===== src/rtl/core/cksd_pkg.sv =====
`default_nettype none
// ----------------------------------------------------------------------------
// cksd_pkg
// Shared types and constants of the color key side detector.
// ----------------------------------------------------------------------------
package cksd_pkg;

	localparam int CFG_DATA_W  = 20;
	localparam int CFG_INDEX_W = 3;
	localparam int TOTAL_W     = 20;

	// register indexes
	localparam logic [CFG_INDEX_W-1:0] CFG_FRAME_WIDTH = 3'd0;
	localparam logic [CFG_INDEX_W-1:0] CFG_KEY_BLUE    = 3'd1;
	localparam logic [CFG_INDEX_W-1:0] CFG_KEY_GREEN   = 3'd2;
	localparam logic [CFG_INDEX_W-1:0] CFG_KEY_RED     = 3'd3;
	localparam logic [CFG_INDEX_W-1:0] CFG_TOLERANCE   = 3'd4;
	localparam logic [CFG_INDEX_W-1:0] CFG_THRESHOLD   = 3'd5;

	// register reset values
	localparam logic [10:0] RST_FRAME_WIDTH = 11'd640;
	localparam logic [7:0]  RST_KEY_BLUE    = 8'd24;
	localparam logic [7:0]  RST_KEY_GREEN   = 8'd47;
	localparam logic [7:0]  RST_KEY_RED     = 8'd157;
	localparam logic [7:0]  RST_TOLERANCE   = 8'd20;
	localparam logic [19:0] RST_THRESHOLD   = 20'd50;

	// object side codes
	localparam logic [1:0] SIDE_NONE   = 2'd0;
	localparam logic [1:0] SIDE_LEFT   = 2'd1;
	localparam logic [1:0] SIDE_RIGHT  = 2'd2;
	localparam logic [1:0] SIDE_PASSED = 2'd3;

	typedef struct packed {
		logic [10:0] frame_width;
		logic [7:0]  key_blue;
		logic [7:0]  key_green;
		logic [7:0]  key_red;
		logic [7:0]  tolerance;
		logic [19:0] count_threshold;
	} cfg_t;

	typedef struct packed {
		logic [1:0]         side;
		logic [TOTAL_W-1:0] left_total;
		logic [TOTAL_W-1:0] right_total;
	} tally_t;

endpackage
`default_nettype wire


===== src/rtl/core/color_key_side_detector_unit.sv =====
`default_nettype none
// ----------------------------------------------------------------------------
// color_key_side_detector_unit
// Color key pixel matcher with left/right object side verdict per frame.
// ----------------------------------------------------------------------------
// Usage:
//   Pixel channel (in_valid / in_stall): one BGR pixel per transaction with
//   row_end and frame_end marks. Result channel (out_valid / out_stall): one
//   transaction per pixel, the pixel blacked out when it matched the key,
//   plus the verdict fields (fresh when verdict_valid is set on frame end).
//   Config port: cfg_we / cfg_index / cfg_data, written only while idle; the
//   user must keep to that, the block has no check for it. Path: input
//   register, then result register. Throughput: one pixel per cycle unless
//   the result channel stalls; the match test, one counter increment and
//   the total/threshold compare sit between the two registers.
//   Reset: registers return to their defaults (width 640, key 24/47/157,
//   tolerance 20, threshold 50), counts and column clear, side is none.
//   Stall: a held result keeps its values; the input register still takes
//   one more pixel, then in_stall rises until the result is taken.
// ----------------------------------------------------------------------------
module color_key_side_detector_unit #(
	parameter int MAX_WIDTH  = 1024,
	parameter int COUNT_BITS = 20
) (
	input  wire logic                             clk,
	input  wire logic                             arst_n,
	// config write port
	input  wire logic                             cfg_we,
	input  wire logic [cksd_pkg::CFG_INDEX_W-1:0] cfg_index,
	input  wire logic [cksd_pkg::CFG_DATA_W-1:0]  cfg_data,
	// pixel channel
	input  wire logic                             in_valid,
	output logic                                  in_stall,
	input  wire logic [7:0]                       blue,
	input  wire logic [7:0]                       green,
	input  wire logic [7:0]                       red,
	input  wire logic                             row_end,
	input  wire logic                             frame_end,
	// result channel
	output logic                                  out_valid,
	input  wire logic                             out_stall,
	output logic [7:0]                            out_blue,
	output logic [7:0]                            out_green,
	output logic [7:0]                            out_red,
	output logic                                  matched,
	output logic                                  verdict_valid,
	output logic [1:0]                            object_side,
	output logic [cksd_pkg::TOTAL_W-1:0]          left_total,
	output logic [cksd_pkg::TOTAL_W-1:0]          right_total
);

	cksd_pkg::cfg_t   cfg;
	cksd_pkg::tally_t tally;

	// input register
	logic       valid_s1;
	logic [7:0] blue_s1, green_s1, red_s1;
	logic       row_end_s1, frame_end_s1;

	// result register
	logic                         valid_s2;
	logic [7:0]                   blue_s2, green_s2, red_s2;
	logic                         matched_s2, verdict_s2;
	logic [1:0]                   side_s2;
	logic [cksd_pkg::TOTAL_W-1:0] left_s2, right_s2;

	logic hit;
	logic advance;   // s1 transaction moves into the result register
	logic take_in;

	assign advance  = valid_s1 && (!valid_s2 || !out_stall);
	assign in_stall = valid_s1 && !advance;
	assign take_in  = in_valid && !in_stall;

	cksd_cfg_regs u_cfg (
		.clk       (clk),
		.arst_n    (arst_n),
		.cfg_we    (cfg_we),
		.cfg_index (cfg_index),
		.cfg_data  (cfg_data),
		.cfg       (cfg)
	);

	cksd_match u_match (
		.blue  (blue_s1),
		.green (green_s1),
		.red   (red_s1),
		.cfg   (cfg),
		.hit   (hit)
	);

	// state only moves when the s1 pixel is committed to the result register
	cksd_tally #(
		.MAX_WIDTH  (MAX_WIDTH),
		.COUNT_BITS (COUNT_BITS)
	) u_tally (
		.clk       (clk),
		.arst_n    (arst_n),
		.advance   (advance),
		.hit       (hit),
		.row_end   (row_end_s1),
		.frame_end (frame_end_s1),
		.cfg       (cfg),
		.result    (tally)
	);

	always_ff @(posedge clk or negedge arst_n) begin
		if (!arst_n)
			valid_s1 <= 1'b0;
		else if (take_in)
			valid_s1 <= 1'b1;
		else if (advance)
			valid_s1 <= 1'b0;
	end

	always_ff @(posedge clk) begin
		if (take_in) begin
			blue_s1      <= blue;
			green_s1     <= green;
			red_s1       <= red;
			row_end_s1   <= row_end;
			frame_end_s1 <= frame_end;
		end
	end

	always_ff @(posedge clk or negedge arst_n) begin
		if (!arst_n)
			valid_s2 <= 1'b0;
		else if (advance)
			valid_s2 <= 1'b1;
		else if (!out_stall)
			valid_s2 <= 1'b0;
	end

	always_ff @(posedge clk) begin
		if (advance) begin
			blue_s2    <= hit ? 8'd0 : blue_s1;
			green_s2   <= hit ? 8'd0 : green_s1;
			red_s2     <= hit ? 8'd0 : red_s1;
			matched_s2 <= hit;
			verdict_s2 <= frame_end_s1;
			side_s2    <= tally.side;
			left_s2    <= tally.left_total;
			right_s2   <= tally.right_total;
		end
	end

	assign out_valid     = valid_s2;
	assign out_blue      = blue_s2;
	assign out_green     = green_s2;
	assign out_red       = red_s2;
	assign matched       = matched_s2;
	assign verdict_valid = verdict_s2;
	assign object_side   = side_s2;
	assign left_total    = left_s2;
	assign right_total   = right_s2;

	// input backpressure only comes from a stalled, full result register
	a_stall_cause: assert property (@(posedge clk) disable iff (!arst_n)
		in_stall |-> (out_valid && out_stall))
		else $error("in_stall without a stalled result");

	// a matched pixel always leaves blacked out
	a_match_black: assert property (@(posedge clk) disable iff (!arst_n)
		(out_valid && matched) |-> (out_blue == 8'd0 && out_green == 8'd0 && out_red == 8'd0))
		else $error("matched pixel not blacked out");

	// result drains when taken and nothing is pending in the input register
	a_drain: assert property (@(posedge clk) disable iff (!arst_n)
		(out_valid && !out_stall && !valid_s1) |=> !out_valid)
		else $error("result repeated");

endmodule
`default_nettype wire


===== src/rtl/core/cksd_cfg_regs.sv =====
`default_nettype none
// ----------------------------------------------------------------------------
// cksd_cfg_regs
// Configuration register file, written through a plain write port.
// ----------------------------------------------------------------------------
module cksd_cfg_regs (
	input  wire logic                             clk,
	input  wire logic                             arst_n,
	input  wire logic                             cfg_we,
	input  wire logic [cksd_pkg::CFG_INDEX_W-1:0] cfg_index,
	input  wire logic [cksd_pkg::CFG_DATA_W-1:0]  cfg_data,
	output cksd_pkg::cfg_t                        cfg
);

	cksd_pkg::cfg_t cfg_q;

	always_ff @(posedge clk or negedge arst_n) begin
		if (!arst_n) begin
			cfg_q.frame_width     <= cksd_pkg::RST_FRAME_WIDTH;
			cfg_q.key_blue        <= cksd_pkg::RST_KEY_BLUE;
			cfg_q.key_green       <= cksd_pkg::RST_KEY_GREEN;
			cfg_q.key_red         <= cksd_pkg::RST_KEY_RED;
			cfg_q.tolerance       <= cksd_pkg::RST_TOLERANCE;
			cfg_q.count_threshold <= cksd_pkg::RST_THRESHOLD;
		end else if (cfg_we) begin
			unique case (cfg_index)
				cksd_pkg::CFG_FRAME_WIDTH: cfg_q.frame_width     <= cfg_data[10:0];
				cksd_pkg::CFG_KEY_BLUE:    cfg_q.key_blue        <= cfg_data[7:0];
				cksd_pkg::CFG_KEY_GREEN:   cfg_q.key_green       <= cfg_data[7:0];
				cksd_pkg::CFG_KEY_RED:     cfg_q.key_red         <= cfg_data[7:0];
				cksd_pkg::CFG_TOLERANCE:   cfg_q.tolerance       <= cfg_data[7:0];
				cksd_pkg::CFG_THRESHOLD:   cfg_q.count_threshold <= cfg_data[19:0];
				default: ; // unused index, write dropped
			endcase
		end
	end

	assign cfg = cfg_q;

endmodule
`default_nettype wire


===== src/rtl/core/cksd_match.sv =====
`default_nettype none
// ----------------------------------------------------------------------------
// cksd_match
// Per-pixel key color test: every channel strictly within tolerance.
// ----------------------------------------------------------------------------
module cksd_match (
	input  wire logic [7:0]    blue,
	input  wire logic [7:0]    green,
	input  wire logic [7:0]    red,
	input  wire cksd_pkg::cfg_t cfg,
	output logic               hit
);

	function automatic logic near_key(input logic [7:0] v, input logic [7:0] k,
			input logic [7:0] tol);
		logic [7:0] d;
		d = (v >= k) ? (v - k) : (k - v);
		return d < tol;
	endfunction

	assign hit = near_key(blue, cfg.key_blue, cfg.tolerance)
		&& near_key(green, cfg.key_green, cfg.tolerance)
		&& near_key(red, cfg.key_red, cfg.tolerance);

endmodule
`default_nettype wire


===== src/rtl/core/cksd_tally.sv =====
`default_nettype none
// ----------------------------------------------------------------------------
// cksd_tally
// Column tracking, saturating half-frame counts and the frame-end verdict.
// ----------------------------------------------------------------------------
module cksd_tally #(
	parameter int MAX_WIDTH  = 1024,
	parameter int COUNT_BITS = 20
) (
	input  wire logic           clk,
	input  wire logic           arst_n,
	input  wire logic           advance,
	input  wire logic           hit,
	input  wire logic           row_end,
	input  wire logic           frame_end,
	input  wire cksd_pkg::cfg_t cfg,
	output cksd_pkg::tally_t    result
);

	localparam int CW   = (MAX_WIDTH > 2) ? $clog2(MAX_WIDTH) : 1;
	localparam int CMPW = (CW > 10) ? CW : 10;
	localparam int TW   = (COUNT_BITS + 1 > 20) ? COUNT_BITS + 1 : 20;

	logic [CW-1:0]         column_q;
	logic [COUNT_BITS-1:0] left_q;
	logic [COUNT_BITS-1:0] right_q;
	logic [1:0]            side_q;

	logic                  in_left;
	logic [COUNT_BITS-1:0] left_next;
	logic [COUNT_BITS-1:0] right_next;
	logic [TW-1:0]         total;
	logic [TW-1:0]         thr;
	logic [1:0]            side_next;

	always_comb begin
		in_left    = CMPW'(column_q) < CMPW'(cfg.frame_width[10:1]);
		left_next  = left_q;
		right_next = right_q;
		if (hit && in_left && (left_q != {COUNT_BITS{1'b1}}))
			left_next = left_q + 1'b1;
		if (hit && !in_left && (right_q != {COUNT_BITS{1'b1}}))
			right_next = right_q + 1'b1;
		total = TW'(left_next) + TW'(right_next);
		thr   = TW'(cfg.count_threshold);
		priority if (total > thr)
			side_next = (left_next > right_next) ? cksd_pkg::SIDE_LEFT : cksd_pkg::SIDE_RIGHT;
		else if ((total < thr)
				&& ((side_q == cksd_pkg::SIDE_LEFT) || (side_q == cksd_pkg::SIDE_RIGHT)))
			side_next = cksd_pkg::SIDE_PASSED;
		else
			side_next = cksd_pkg::SIDE_NONE;
	end

	always_ff @(posedge clk or negedge arst_n) begin
		if (!arst_n) begin
			column_q <= '0;
			left_q   <= '0;
			right_q  <= '0;
			side_q   <= cksd_pkg::SIDE_NONE;
		end else if (advance) begin
			if (frame_end) begin
				left_q  <= '0;
				right_q <= '0;
				side_q  <= side_next;
			end else begin
				left_q  <= left_next;
				right_q <= right_next;
			end
			if (row_end || frame_end)
				column_q <= '0;
			else if (column_q < CW'(MAX_WIDTH - 1))
				column_q <= column_q + 1'b1;
		end
	end

	assign result.side        = frame_end ? side_next : side_q;
	assign result.left_total  = cksd_pkg::TOTAL_W'(left_next);
	assign result.right_total = cksd_pkg::TOTAL_W'(right_next);

endmodule
`default_nettype wire

===== config.mk =====
export PLATFORM = sky130hd
export DESIGN_NAME = color_key_side_detector_unit
export DESIGN_NICKNAME = d
export VERILOG_FILES = /design/src/rtl/core/cksd_pkg.sv /design/src/rtl/core/color_key_side_detector_unit.sv /design/src/rtl/core/cksd_cfg_regs.sv /design/src/rtl/core/cksd_match.sv /design/src/rtl/core/cksd_tally.sv
export SDC_FILE = /design/constraint.sdc
export NUM_CORES = 1
export LEC_CHECK = 0
export ABC_AREA = 1
export BUFFER_PORTS_ARGS = -buffer_cell sky130_fd_sc_hd__buf_2
export CORE_MARGIN = 2
export CORE_UTILIZATION = 55
export CTS_BUF_LIST = sky130_fd_sc_hd__clkbuf_4 sky130_fd_sc_hd__clkbuf_8 sky130_fd_sc_hd__clkbuf_16
export CTS_CLUSTER_SIZE = 10
export DETAILED_ROUTE_END_ITERATION = 10
export GPL_ROUTABILITY_DRIVEN = 0
export HOLD_SLACK_MARGIN = 0.05
export PLACE_DENSITY = 0.78
export SLEW_MARGIN = 20
export SYNTH_ARGS = -nofsm -noshare
export SYNTH_HDL_FRONTEND = slang
export SYNTH_SLANG_ARGS = --single-unit
export TNS_END_PERCENT = 50

===== constraint.sdc =====
create_clock -name clk -period 7.1 [get_ports clk]
set_input_delay 0.355 -clock clk [delete_from_list [all_inputs] [get_ports clk]]
set_output_delay 0.355 -clock clk [all_outputs]
set_load 0.05 [all_outputs]

==> metrics.cfg, run 1 <==
[outcome]
status = finished with violations
violations = setup timing

[synth]
yosysWarnings = 0
syn_nets = 1696
yosysUniqueCellTypes = 61
ys_ff_latch = 210
synth_edf_count = 94
syn_area_sq_mm = 0.0132
synth.avg_cell_area_sq_um = 8.80
synth_seq_area_share_pct = 43.6
synthFlopType = dfrtp_1
netlist_instances = 1497
async_flop_share_pct = 55.2

[clocking]
clk_path_buf_depth = 3
ctsRootBufferMaster = clkbuf_16
h-tree-depth = 1
cts_buffers = 26
clock_latency_ps = 540
clk_pin_slew_ps = 60
cts_sinks = 210
cts_tree = done

[sta]
fin_crit_ps = 7130
fmax_ghz = 0.140
finClkSkew_ps = 21.6
hold_ws_ps = 67.7
fin_ws_ps = -26.4
setup_viol = 4
max_slew_margin_pct = 29.4
finalMaxSlewViolations = 0
rsz0062_at_grt = yes
hold_viol = 0
finalCritPeriodShare_pct = 100
tightest_slew_ps = 1060

[floorplan]
core_area_sq_mm = 0.0235
fp.dieW_um = 159
start_util_pct = 56.2
die_h_um = 159
die_area_sq_mm = 0.0252
io_pins = 124
rows = 56

[setup_path]
r2r-start = u_cfg.cfg[47]$_DFFE_PN1P_
max_stage_delay_ps = 560
cp_max_fo = 6
cp_slowest_cell = dfstp_2
path_delay_family = simple AND/OR/NAND/NOR gates
path_buf_inv = 11
critPathCaptureType = register
crit_top_cell = inv_1
cp.arrival_ps = 7390
start_kind = register
path_class = reg -> reg
crit_start = u_cfg.cfg[47]$_DFFE_PN1P_
r2r_slack_ps = -30
required_ps = 7370

[global_route]
grt_usage_pct = 25.1
grt_max_degree = 83
grt_pass1_wl_um = 52300
grt_pass1_vias = 10600
overflow = 0
antenna_found_initial = 0

[route]
num_vias = 11200
vias_per_cell = 5.44
drc = 0
wl_um = 33700
wl_per_cell_um = 16.4
first_iter_violations = 941
ant_nets = 0
first_pass_iters = 6

[cells_and_area]
mostFrequentLayoutCells = inv_1, nand2_1, buf_2, ha_1
post-route-cell-area_sq_mm = 0.0163
area_delta_synth_final_pct = 23.5
layout_commonest_cell = inv_1
drive_gt1_share_pct = 23.6
nNetsFinal = 1914
antennaDiodeCount = 0
final_cells = 2054
nFillCells = 1701

[placed_design]
dpl.cell_count = 1950
placed_area_sq_mm = 0.0144
portBuffers = 123
place_hpwl_um = 22900

[run]
cap_violations = 0

[power_and_ir_drop]
finalPower_mw = 4.62
vdd.ir_drop.worst_v = 0.000202
leakagePower_nw = 8.04
power.density_mw_per_mm2 = 284

[hold_path]
worstHoldStart = cfg_data[12]
hold_class = in -> reg

==> where the power goes <==
group / leakage [nW] / switching [mW] / internal, mW
logic: 5.23 / 1.13 / 0.631
registers: 2.38 / 0.0897 / 1.48
clock network: 0.429 / 0.501 / 0.782
==> cells by family after synthesis <==
| logic type | after synthesis | share of synthesized area, % |
|---|---|---|
| simple gates | 478 | 16.3 |
| mux | 6 | 0.465 |
| fa+ha+maj | 145 | 14.2 |
| xor+xnor | 70 | 4.77 |
| compound gates | 264 | 11.2 |
| flops | 210 | 43.6 |
| buf+inv | 324 | 9.46 |
==> stage by stage <==
stage / utilization, % / worst slack (ps) / setup TNS, ps
2_1_floorplan: - / 237 / 0
3_3_place_gp: 61.2 / 19.0 / 0
3_5_place_dp: 61.2 / -214 / -815
4_1_cts: 66.3 / 7.40 / 0
5_1_grt: 69.4 / -524 / -1970
6_report: 69.4 / -26.4 / -61.8
==> per-layer routing <==
layer  track usage, %  routed length [um]  vias up
met3             3.13                2330       93
li1                 -                   -     5340
met2             40.2               15500      485
met1             35.8               14700     5257
met4             8.17                1160        0
met5                0                   0        -
==> worst min-delay path: stages <==
cell and delay [ps]:
buf_2 70, nor2_1 30, a21oi_1 90
==> area by class of cell <==
| type | instances | area, sq um | area share [%] |
|---|---|---|---|
| well taps | 319 | 399 | 2.45 |
| clock inverters | 3 | 32.5 | 0.200 |
| multi-input cells | 963 | 6760 | 41.5 |
| clock buffers | 45 | 818 | 5.03 |
| flip-flops and latches | 210 | 5750 | 35.3 |
| repair buffers | 217 | 1400 | 8.59 |
| inverters | 297 | 1120 | 6.89 |
==> path summary, 6_finish.rpt <==
path | end | cells past startpoint
min in group asynchronous | u_tally.right_q[10]$_DFFE_PN0P_ | 2
worst max-delay path | object_side[0]$_DFFE_PP_ | 46
max in group asynchronous | u_tally.column_q[5]$_DFFE_PN0P_ | 3
worst min register to register | u_cfg.cfg[55]$_DFFE_PN0P_ | 2
worst max register to register | object_side[0]$_DFFE_PP_ | 46
worst min-delay path | u_cfg.cfg[12]$_DFFE_PN0P_ | 3
==> what timing repair did <==
action,4_1_cts,5_1_grt
pin swaps,4,55
setup endpoints to repair,4,4
hold endpoints to repair,66,0
buffers inserted,4,25
gates resized for setup,16,118
hold buffers,27,0
gates cloned,0,0
==> cells in the mapped netlist (4+ instances only) <==
master | count | area share [%]
nand3_1 | 43 | 1.6
xor2_1 | 58 | 3.9
nand2_4 | 5 | 0.43
inv_1 | 289 | 8.2
edfxtp_1 | 94 | 21
nor3_1 | 22 | 0.84
o22ai_1 | 34 | 1.6
nand2_2 | 14 | 0.66
nand3_2 | 4 | 0.30
nand2_1 | 240 | 6.8
o21ai_0 | 98 | 3.7
nor2_1 | 104 | 3.0
dfstp_2 | 19 | 3.8
a21oi_1 | 94 | 3.6
mux2i_1 | 5 | 0.38
clkbuf_1 | 21 | 0.60
xnor2_1 | 10 | 0.66
nor2_2 | 4 | 0.19
ha_1 | 138 | 13
fa_1 | 7 | 1.1
a211oi_1 | 4 | 0.23
a21o_1 | 5 | 0.28
dfrtp_1 | 97 | 18
inv_2 | 8 | 0.23
nand4_1 | 23 | 1.1
==> registers in the layout (all words and copies together) (netlist names), 2 cells and up <==
register          flops
out_green             8
red_s1                8
out_blue              8
right_total          20
u_tally.column_q     10
object_side           2
left_total           20
u_tally.side_q        2
u_tally.left_q       20
u_cfg.cfg            62
blue_s1               8
out_red               8
green_s1              8
u_tally.right_q      20
Power figures use the tool's default switching activity.
==> inputs of run 2 (changes only) <==
--- a/config.mk
+++ b/config.mk
@@ -15,6 +15,7 @@
 export GPL_ROUTABILITY_DRIVEN = 0
 export HOLD_SLACK_MARGIN = 0.05
 export PLACE_DENSITY = 0.78
+export SETUP_SLACK_MARGIN = 0.5
 export SLEW_MARGIN = 20
 export SYNTH_ARGS = -nofsm -noshare
 export SYNTH_HDL_FRONTEND = slang
==> run 2 against run 1 <==
The flow still finishes with violations (setup timing); register-to-register slack worse by 230 ps; clock-buffer cell count unchanged; cell area is 5.1% higher; global-route usage increased by 2.8 points; die area is the same; critical endpoint unchanged; largest power group unchanged.
==> metrics.cfg, run 2 (same netlist as run 1, synthesis figures left out) <==
[outcome]
status = finished with violations
violations = setup timing

[clocking]
cts_tree = done
cts_sinks = 210
clock_latency_ps = 540
clk_path_buf_depth = 3
ctsRootBufferMaster = clkbuf_16
clk_pin_slew_ps = 60
cts_buffers = 26
h-tree-depth = 1

[placed_design]
portBuffers = 123
place_hpwl_um = 23000
dpl.cell_count = 1938

[route]
vias_per_cell = 5.59
wl_per_cell_um = 18.2
ant_nets = 0
first_iter_violations = 1331
first_pass_iters = 7
drc = 0
num_vias = 11800
wl_um = 38300

[cells_and_area]
nFillCells = 1470
ff_latch_area_sq_mm = 0.00575
area_delta_synth_final_pct = 29.8
largest_reg_flops = 62
antennaDiodeCount = 0
mostFrequentLayoutCells = inv_1, nand2_1, buf_2, buf_4, ha_1
final_cells = 2112
multi_input_area_sq_mm = 0.00708
drive_gt1_share_pct = 29.3
nNetsFinal = 1972
layout_commonest_cell = inv_1

[power_and_ir_drop]
p_sw_share_pct = 38.1
power.internal_mw = 3.00
clkPwrFrac_pct = 27.4
leakagePower_nw = 8.37
power_switching_mw = 1.85
p_comb_share_pct = 40.2
vdd.ir_drop.worst_v = 0.000241
power.density_mw_per_mm2 = 283
power_frac_seq_pct = 32.4

[setup_path]
max_stage_delay_ps = 520
r2r_cells = 44
timing.rr.end = object_side[0]$_DFFE_PP_
cp.arrival_ps = 7640
r2r_slack_ps = -260
start_kind = register
critPathCaptureType = register
cp_slowest_cell = dfstp_2
r2r-start = u_cfg.cfg[35]$_DFFE_PN1P_
path_class = reg -> reg
required_ps = 7380
cp_max_fo = 6

[sta]
tightest_slew_ps = 1050
hold_viol = 0
finalCritPeriodShare_pct = 104
finClkSkew_ps = 23.9
max_slew_margin_pct = 29.9
setup-tns-final_ps = -993
finalMaxSlewViolations = 0
fmax_ghz = 0.136
fin_crit_ps = 7360
fin_ws_ps = -259
hold_ws_ps = 62.0
rsz0062_at_grt = yes
setup_viol = 4

[global_route]
antenna_found_initial = 1
grt_pass1_wl_um = 57400
grt_max_degree = 84
overflow = 0
grt_usage_pct = 27.9
grt_pass1_vias = 11400

[floorplan]
core_area_sq_mm = 0.0235
die_area_sq_mm = 0.0252
io_pins = 124
die_h_um = 159
fp.dieW_um = 159
rows = 56
start_util_pct = 56.2

[hold_path]
hold_class = in -> reg
hold_path_depth = 3
worstHoldStart = cfg_data[19]
holdPathEnd = u_cfg.cfg[19]$_DFFE_PN0P_

[run]
cap_violations = 0

run 2: power groups by stage:
stage / registers (mW) / logic, mW / clock network, mW
2_1_floorplan: 1.79 / 0.926 / 0
3_3_place_gp: 1.58 / 1.47 / 0
3_5_place_dp: 1.58 / 1.51 / 0
4_1_cts: 1.57 / 1.72 / 1.34
5_1_grt: 1.59 / 2.10 / 1.38
6_report: 1.57 / 1.95 / 1.33
run 2: how the worst max path moves through the flow:
stage	to	slack [ps]	start	cells past startpoint
final	object_side[0]$_DFFE_PP_	-260	u_cfg.cfg[35]$_DFFE_PN1P_	44
after global routing	u_tally.side_q[0]$_DFFE_PN0P_	-610	u_cfg.cfg[35]$_DFFE_PN1P_	45
after CTS	u_tally.side_q[1]$_DFFE_PN0P_	270	blue_s1[0]$_DFFE_PP_	47
after detailed placement	object_side[0]$_DFFE_PP_	-170	blue_s1[0]$_DFFE_PP_	46
after global placement	object_side[0]$_DFFE_PP_	40	blue_s1[0]$_DFFE_PP_	47
after floorplan	object_side[0]$_DFFE_PP_	510	u_cfg.cfg[36]$_DFFE_PN1P_	47
run 2: repair_timing:
action / in CTS / in global routing
setup buffers: 72 / 27
setup endpoints to repair: 4 / 4
hold buffers: 27 / 0
endpoints found under the hold margin: 66 / 0
cloned: 0 / 0
gates resized for setup: 119 / 92
pin swaps: 64 / 68
run 2: critical path: cells and delay by family (launching register included):
family / cells / cell delay [ps]
AOI/OAI and AO/OA: 10 / 1390
xor gates and xnor gates: 3 / 640
adders and majority gates: 4 / 1300
buffers and inverters: 6 / 750
DFF: 1 / 520
and+or+nand+nor: 21 / 2520
run 2: cell type report:
class                           instances  share of cell area [%]
Multi-Input combinational cell        963                    41.4
Sequential cell                       210                    33.6
Timing Repair Buffer                  275                    11.0
Inverter                              297                    6.56
Clock buffer                           45                    4.78
Tap cell                              319                    2.33
Clock inverter                          3                   0.315
run 2: metal layers:
| layer | global-route usage, % | vias to the layer above | part of all wire, % |
|---|---|---|---|
| li1 | - | 5444 | - |
| met1 | 37.7 | 5493 | 41 |
| met2 | 44.4 | 695 | 46 |
| met3 | 4.81 | 176 | 8.3 |
| met4 | 12.3 | 2 | 5.2 |
| met5 | 0 | - | 0.018 |
run 2: through the flow:
step	worst slack (ps)	area, sq um	utilization [%]	total power, mW
6_report	-259	17100	72.9	4.84
5_1_grt	-606	17100	72.9	5.07
4_1_cts	270	16500	70.3	4.62
3_5_place_dp	-166	14300	60.9	3.10
3_3_place_gp	40.4	14300	60.9	3.05
2_1_floorplan	505	13200	-	2.71
==> inputs of run 3 (changes only) <==
--- a/config.mk
+++ b/config.mk
@@ -8,13 +8,12 @@
 export ABC_AREA = 1
 export BUFFER_PORTS_ARGS = -buffer_cell sky130_fd_sc_hd__buf_2
 export CORE_MARGIN = 2
-export CORE_UTILIZATION = 55
+export CORE_UTILIZATION = 30
 export CTS_BUF_LIST = sky130_fd_sc_hd__clkbuf_4 sky130_fd_sc_hd__clkbuf_8 sky130_fd_sc_hd__clkbuf_16
 export CTS_CLUSTER_SIZE = 10
 export DETAILED_ROUTE_END_ITERATION = 10
 export GPL_ROUTABILITY_DRIVEN = 0
 export HOLD_SLACK_MARGIN = 0.05
-export PLACE_DENSITY = 0.78
 export SETUP_SLACK_MARGIN = 0.5
 export SLEW_MARGIN = 20
 export SYNTH_ARGS = -nofsm -noshare
==> run 3 against run 2 <==
The run now ends clean; sequential cell count stayed put; clock-buffer cell count is 1 lower; clock skew is 3.7 ps higher; clock power is 4% higher; critical path type unchanged; critical endpoint unchanged; largest power group unchanged.
==> metrics.cfg, run 3 (same netlist as run 1, synthesis figures left out) <==
[hold_path]
holdPathEnd = out_valid$_DFFE_PN0P_
hold_path_depth = 3
hold_class = in -> reg
worstHoldStart = out_stall

[setup_path]
r2r-start = u_cfg.cfg[28]$_DFFE_PN1P_
path_class = reg -> reg
cp_max_fo = 6
cp.arrival_ps = 7450
timing.rr.end = object_side[0]$_DFFE_PP_
r2r_slack_ps = 60
start_kind = register
r2r_cells = 39
critPathCaptureType = register
cp_slowest_cell = dfstp_2
max_stage_delay_ps = 560
required_ps = 7510

[outcome]
status = completed

[floorplan]
fp.dieW_um = 214
rows = 76
die_h_um = 214
start_util_pct = 30.5
core_area_sq_mm = 0.0433
io_pins = 124
die_area_sq_mm = 0.0456

[global_route]
grt_max_degree = 87
grt_usage_pct = 16.0
overflow = 0
antenna_found_initial = 1
grt_pass1_vias = 11000
grt_pass1_wl_um = 57800

[power_and_ir_drop]
vdd.ir_drop.worst_v = 0.000191
leakagePower_nw = 8.31
finalPower_mw = 4.83
power.density_mw_per_mm2 = 279

[cells_and_area]
largest_reg_flops = 62
antennaDiodeCount = 0
nNetsFinal = 1971
drive_gt1_share_pct = 27.6
post-route-cell-area_sq_mm = 0.0174
layout_commonest_cell = inv_1
mostFrequentLayoutCells = inv_1, nand2_1, buf_2, ha_1, buf_4
area_delta_synth_final_pct = 31.6

[sta]
hold_viol = 0
finalCritPeriodShare_pct = 99.1
setup-tns-final_ps = 0
finClkSkew_ps = 27.7
fin_ws_ps = 64.8
max_slew_margin_pct = 35.1
tightest_slew_ps = 973
finalMaxSlewViolations = 0
hold_ws_ps = 68.7
fmax_ghz = 0.142
rsz0062_at_grt = yes
setup_viol = 0
fin_crit_ps = 7040

[placed_design]
placed_area_sq_mm = 0.0148
portBuffers = 123
place_hpwl_um = 26400
pre_cts_ws_ps = -223

[clocking]
clk_path_buf_depth = 3
cts_buffers = 27
clock_latency_ps = 560
clk_pin_slew_ps = 60
ctsRootBufferMaster = clkbuf_16
cts_sinks = 210
h-tree-depth = 1
cts_tree = done

[run]
cap_violations = 0

[route]
wl_per_cell_um = 15.5
first_iter_violations = 611
num_vias = 11000
drc = 0
ant_nets = 0
first_pass_iters = 5
vias_per_cell = 4.64
wl_um = 37000

run 3: changes by cell type in the layout (fill, tap and decap cells not counted), moves of 3 or more:
cell           previous run  this run
dlygate4sd3_1            27        36
nand2_1                 220       228
buf_6                    15         8
inv_2                    30        25
nand2_2                  31        26
buf_4                   111       107
clkinv_2                  0         4
ha_1                    110       114
inv_1                   264       268
a21oi_2                  13        16
clkbuf_4                 15        12
nand2_4                   8         5
nand3_2                  12         9
run 3: repair_timing:
item,4_1_cts,5_1_grt
setup endpoints to repair,4,4
pin swaps,67,73
hold endpoints to repair,75,0
hold buffers,36,0
buffers inserted,42,23
gates resized for setup,92,83
gates cloned,0,0
run 3: worst max-delay path by stage:
stage | from | end | slack, ps | cells after the start
6_report | u_cfg.cfg[28]$_DFFE_PN1P_ | object_side[0]$_DFFE_PP_ | 60 | 39
5_1_grt | blue_s1[0]$_DFFE_PP_ | u_tally.side_q[1]$_DFFE_PN0P_ | -410 | 47
4_1_cts | blue_s1[0]$_DFFE_PP_ | u_tally.side_q[0]$_DFFE_PN0P_ | 130 | 50
3_5_place_dp | blue_s1[0]$_DFFE_PP_ | object_side[0]$_DFFE_PP_ | -220 | 46
3_3_place_gp | red_s1[0]$_DFFE_PP_ | object_side[0]$_DFFE_PP_ | 4 | 42
2_1_floorplan | u_cfg.cfg[36]$_DFFE_PN1P_ | object_side[0]$_DFFE_PP_ | 510 | 47
run 3: report_power, final:
group | internal (mW) | switching (mW)
clock network | 0.847 | 0.534
registers | 1.48 | 0.0873
logic | 0.696 | 1.19
run 3: worst max-delay path: cells and delay by family, from the launching register on:
kind                     cells  cell delay [ps]
flip-flops                   1              560
XOR/XNOR                     2              380
AND/OR/NAND/NOR             20             2770
AO/OA/AOI/OAI                5              990
adder cells (fa/ha/maj)      5             1440
buffers and inverters        7              770
run 3: metrics by stage:
stage / utilization (%) / instances
after detailed placement: 34.2 / 2227
after CTS: 38.9 / 2355
after global routing: 40.1 / 2378
final: 40.1 / 2378
after global placement: 34.2 / 2227
after floorplan: - / 1497
run 3: layer usage:
layer  vias to the layer above  global-route usage (%)  part of all wire [%]
li1                       5444                       -                     -
met1                      5220                    22.2                    46
met2                       302                    25.5                    46
met3                        67                    2.43                   5.2
met4                         2                    5.39                   2.7
met5                         -                       0                 0.043
run 3: cell type report:
cell class,count,area [sq um]
Fill cell,4256,25900
Multi-Input combinational cell,963,6980
Sequential cell,210,5750
Timing Repair Buffer,273,1860
Inverter,297,1120
Clock buffer,44,846
Tap cell,585,732
Clock inverter,6,58.8
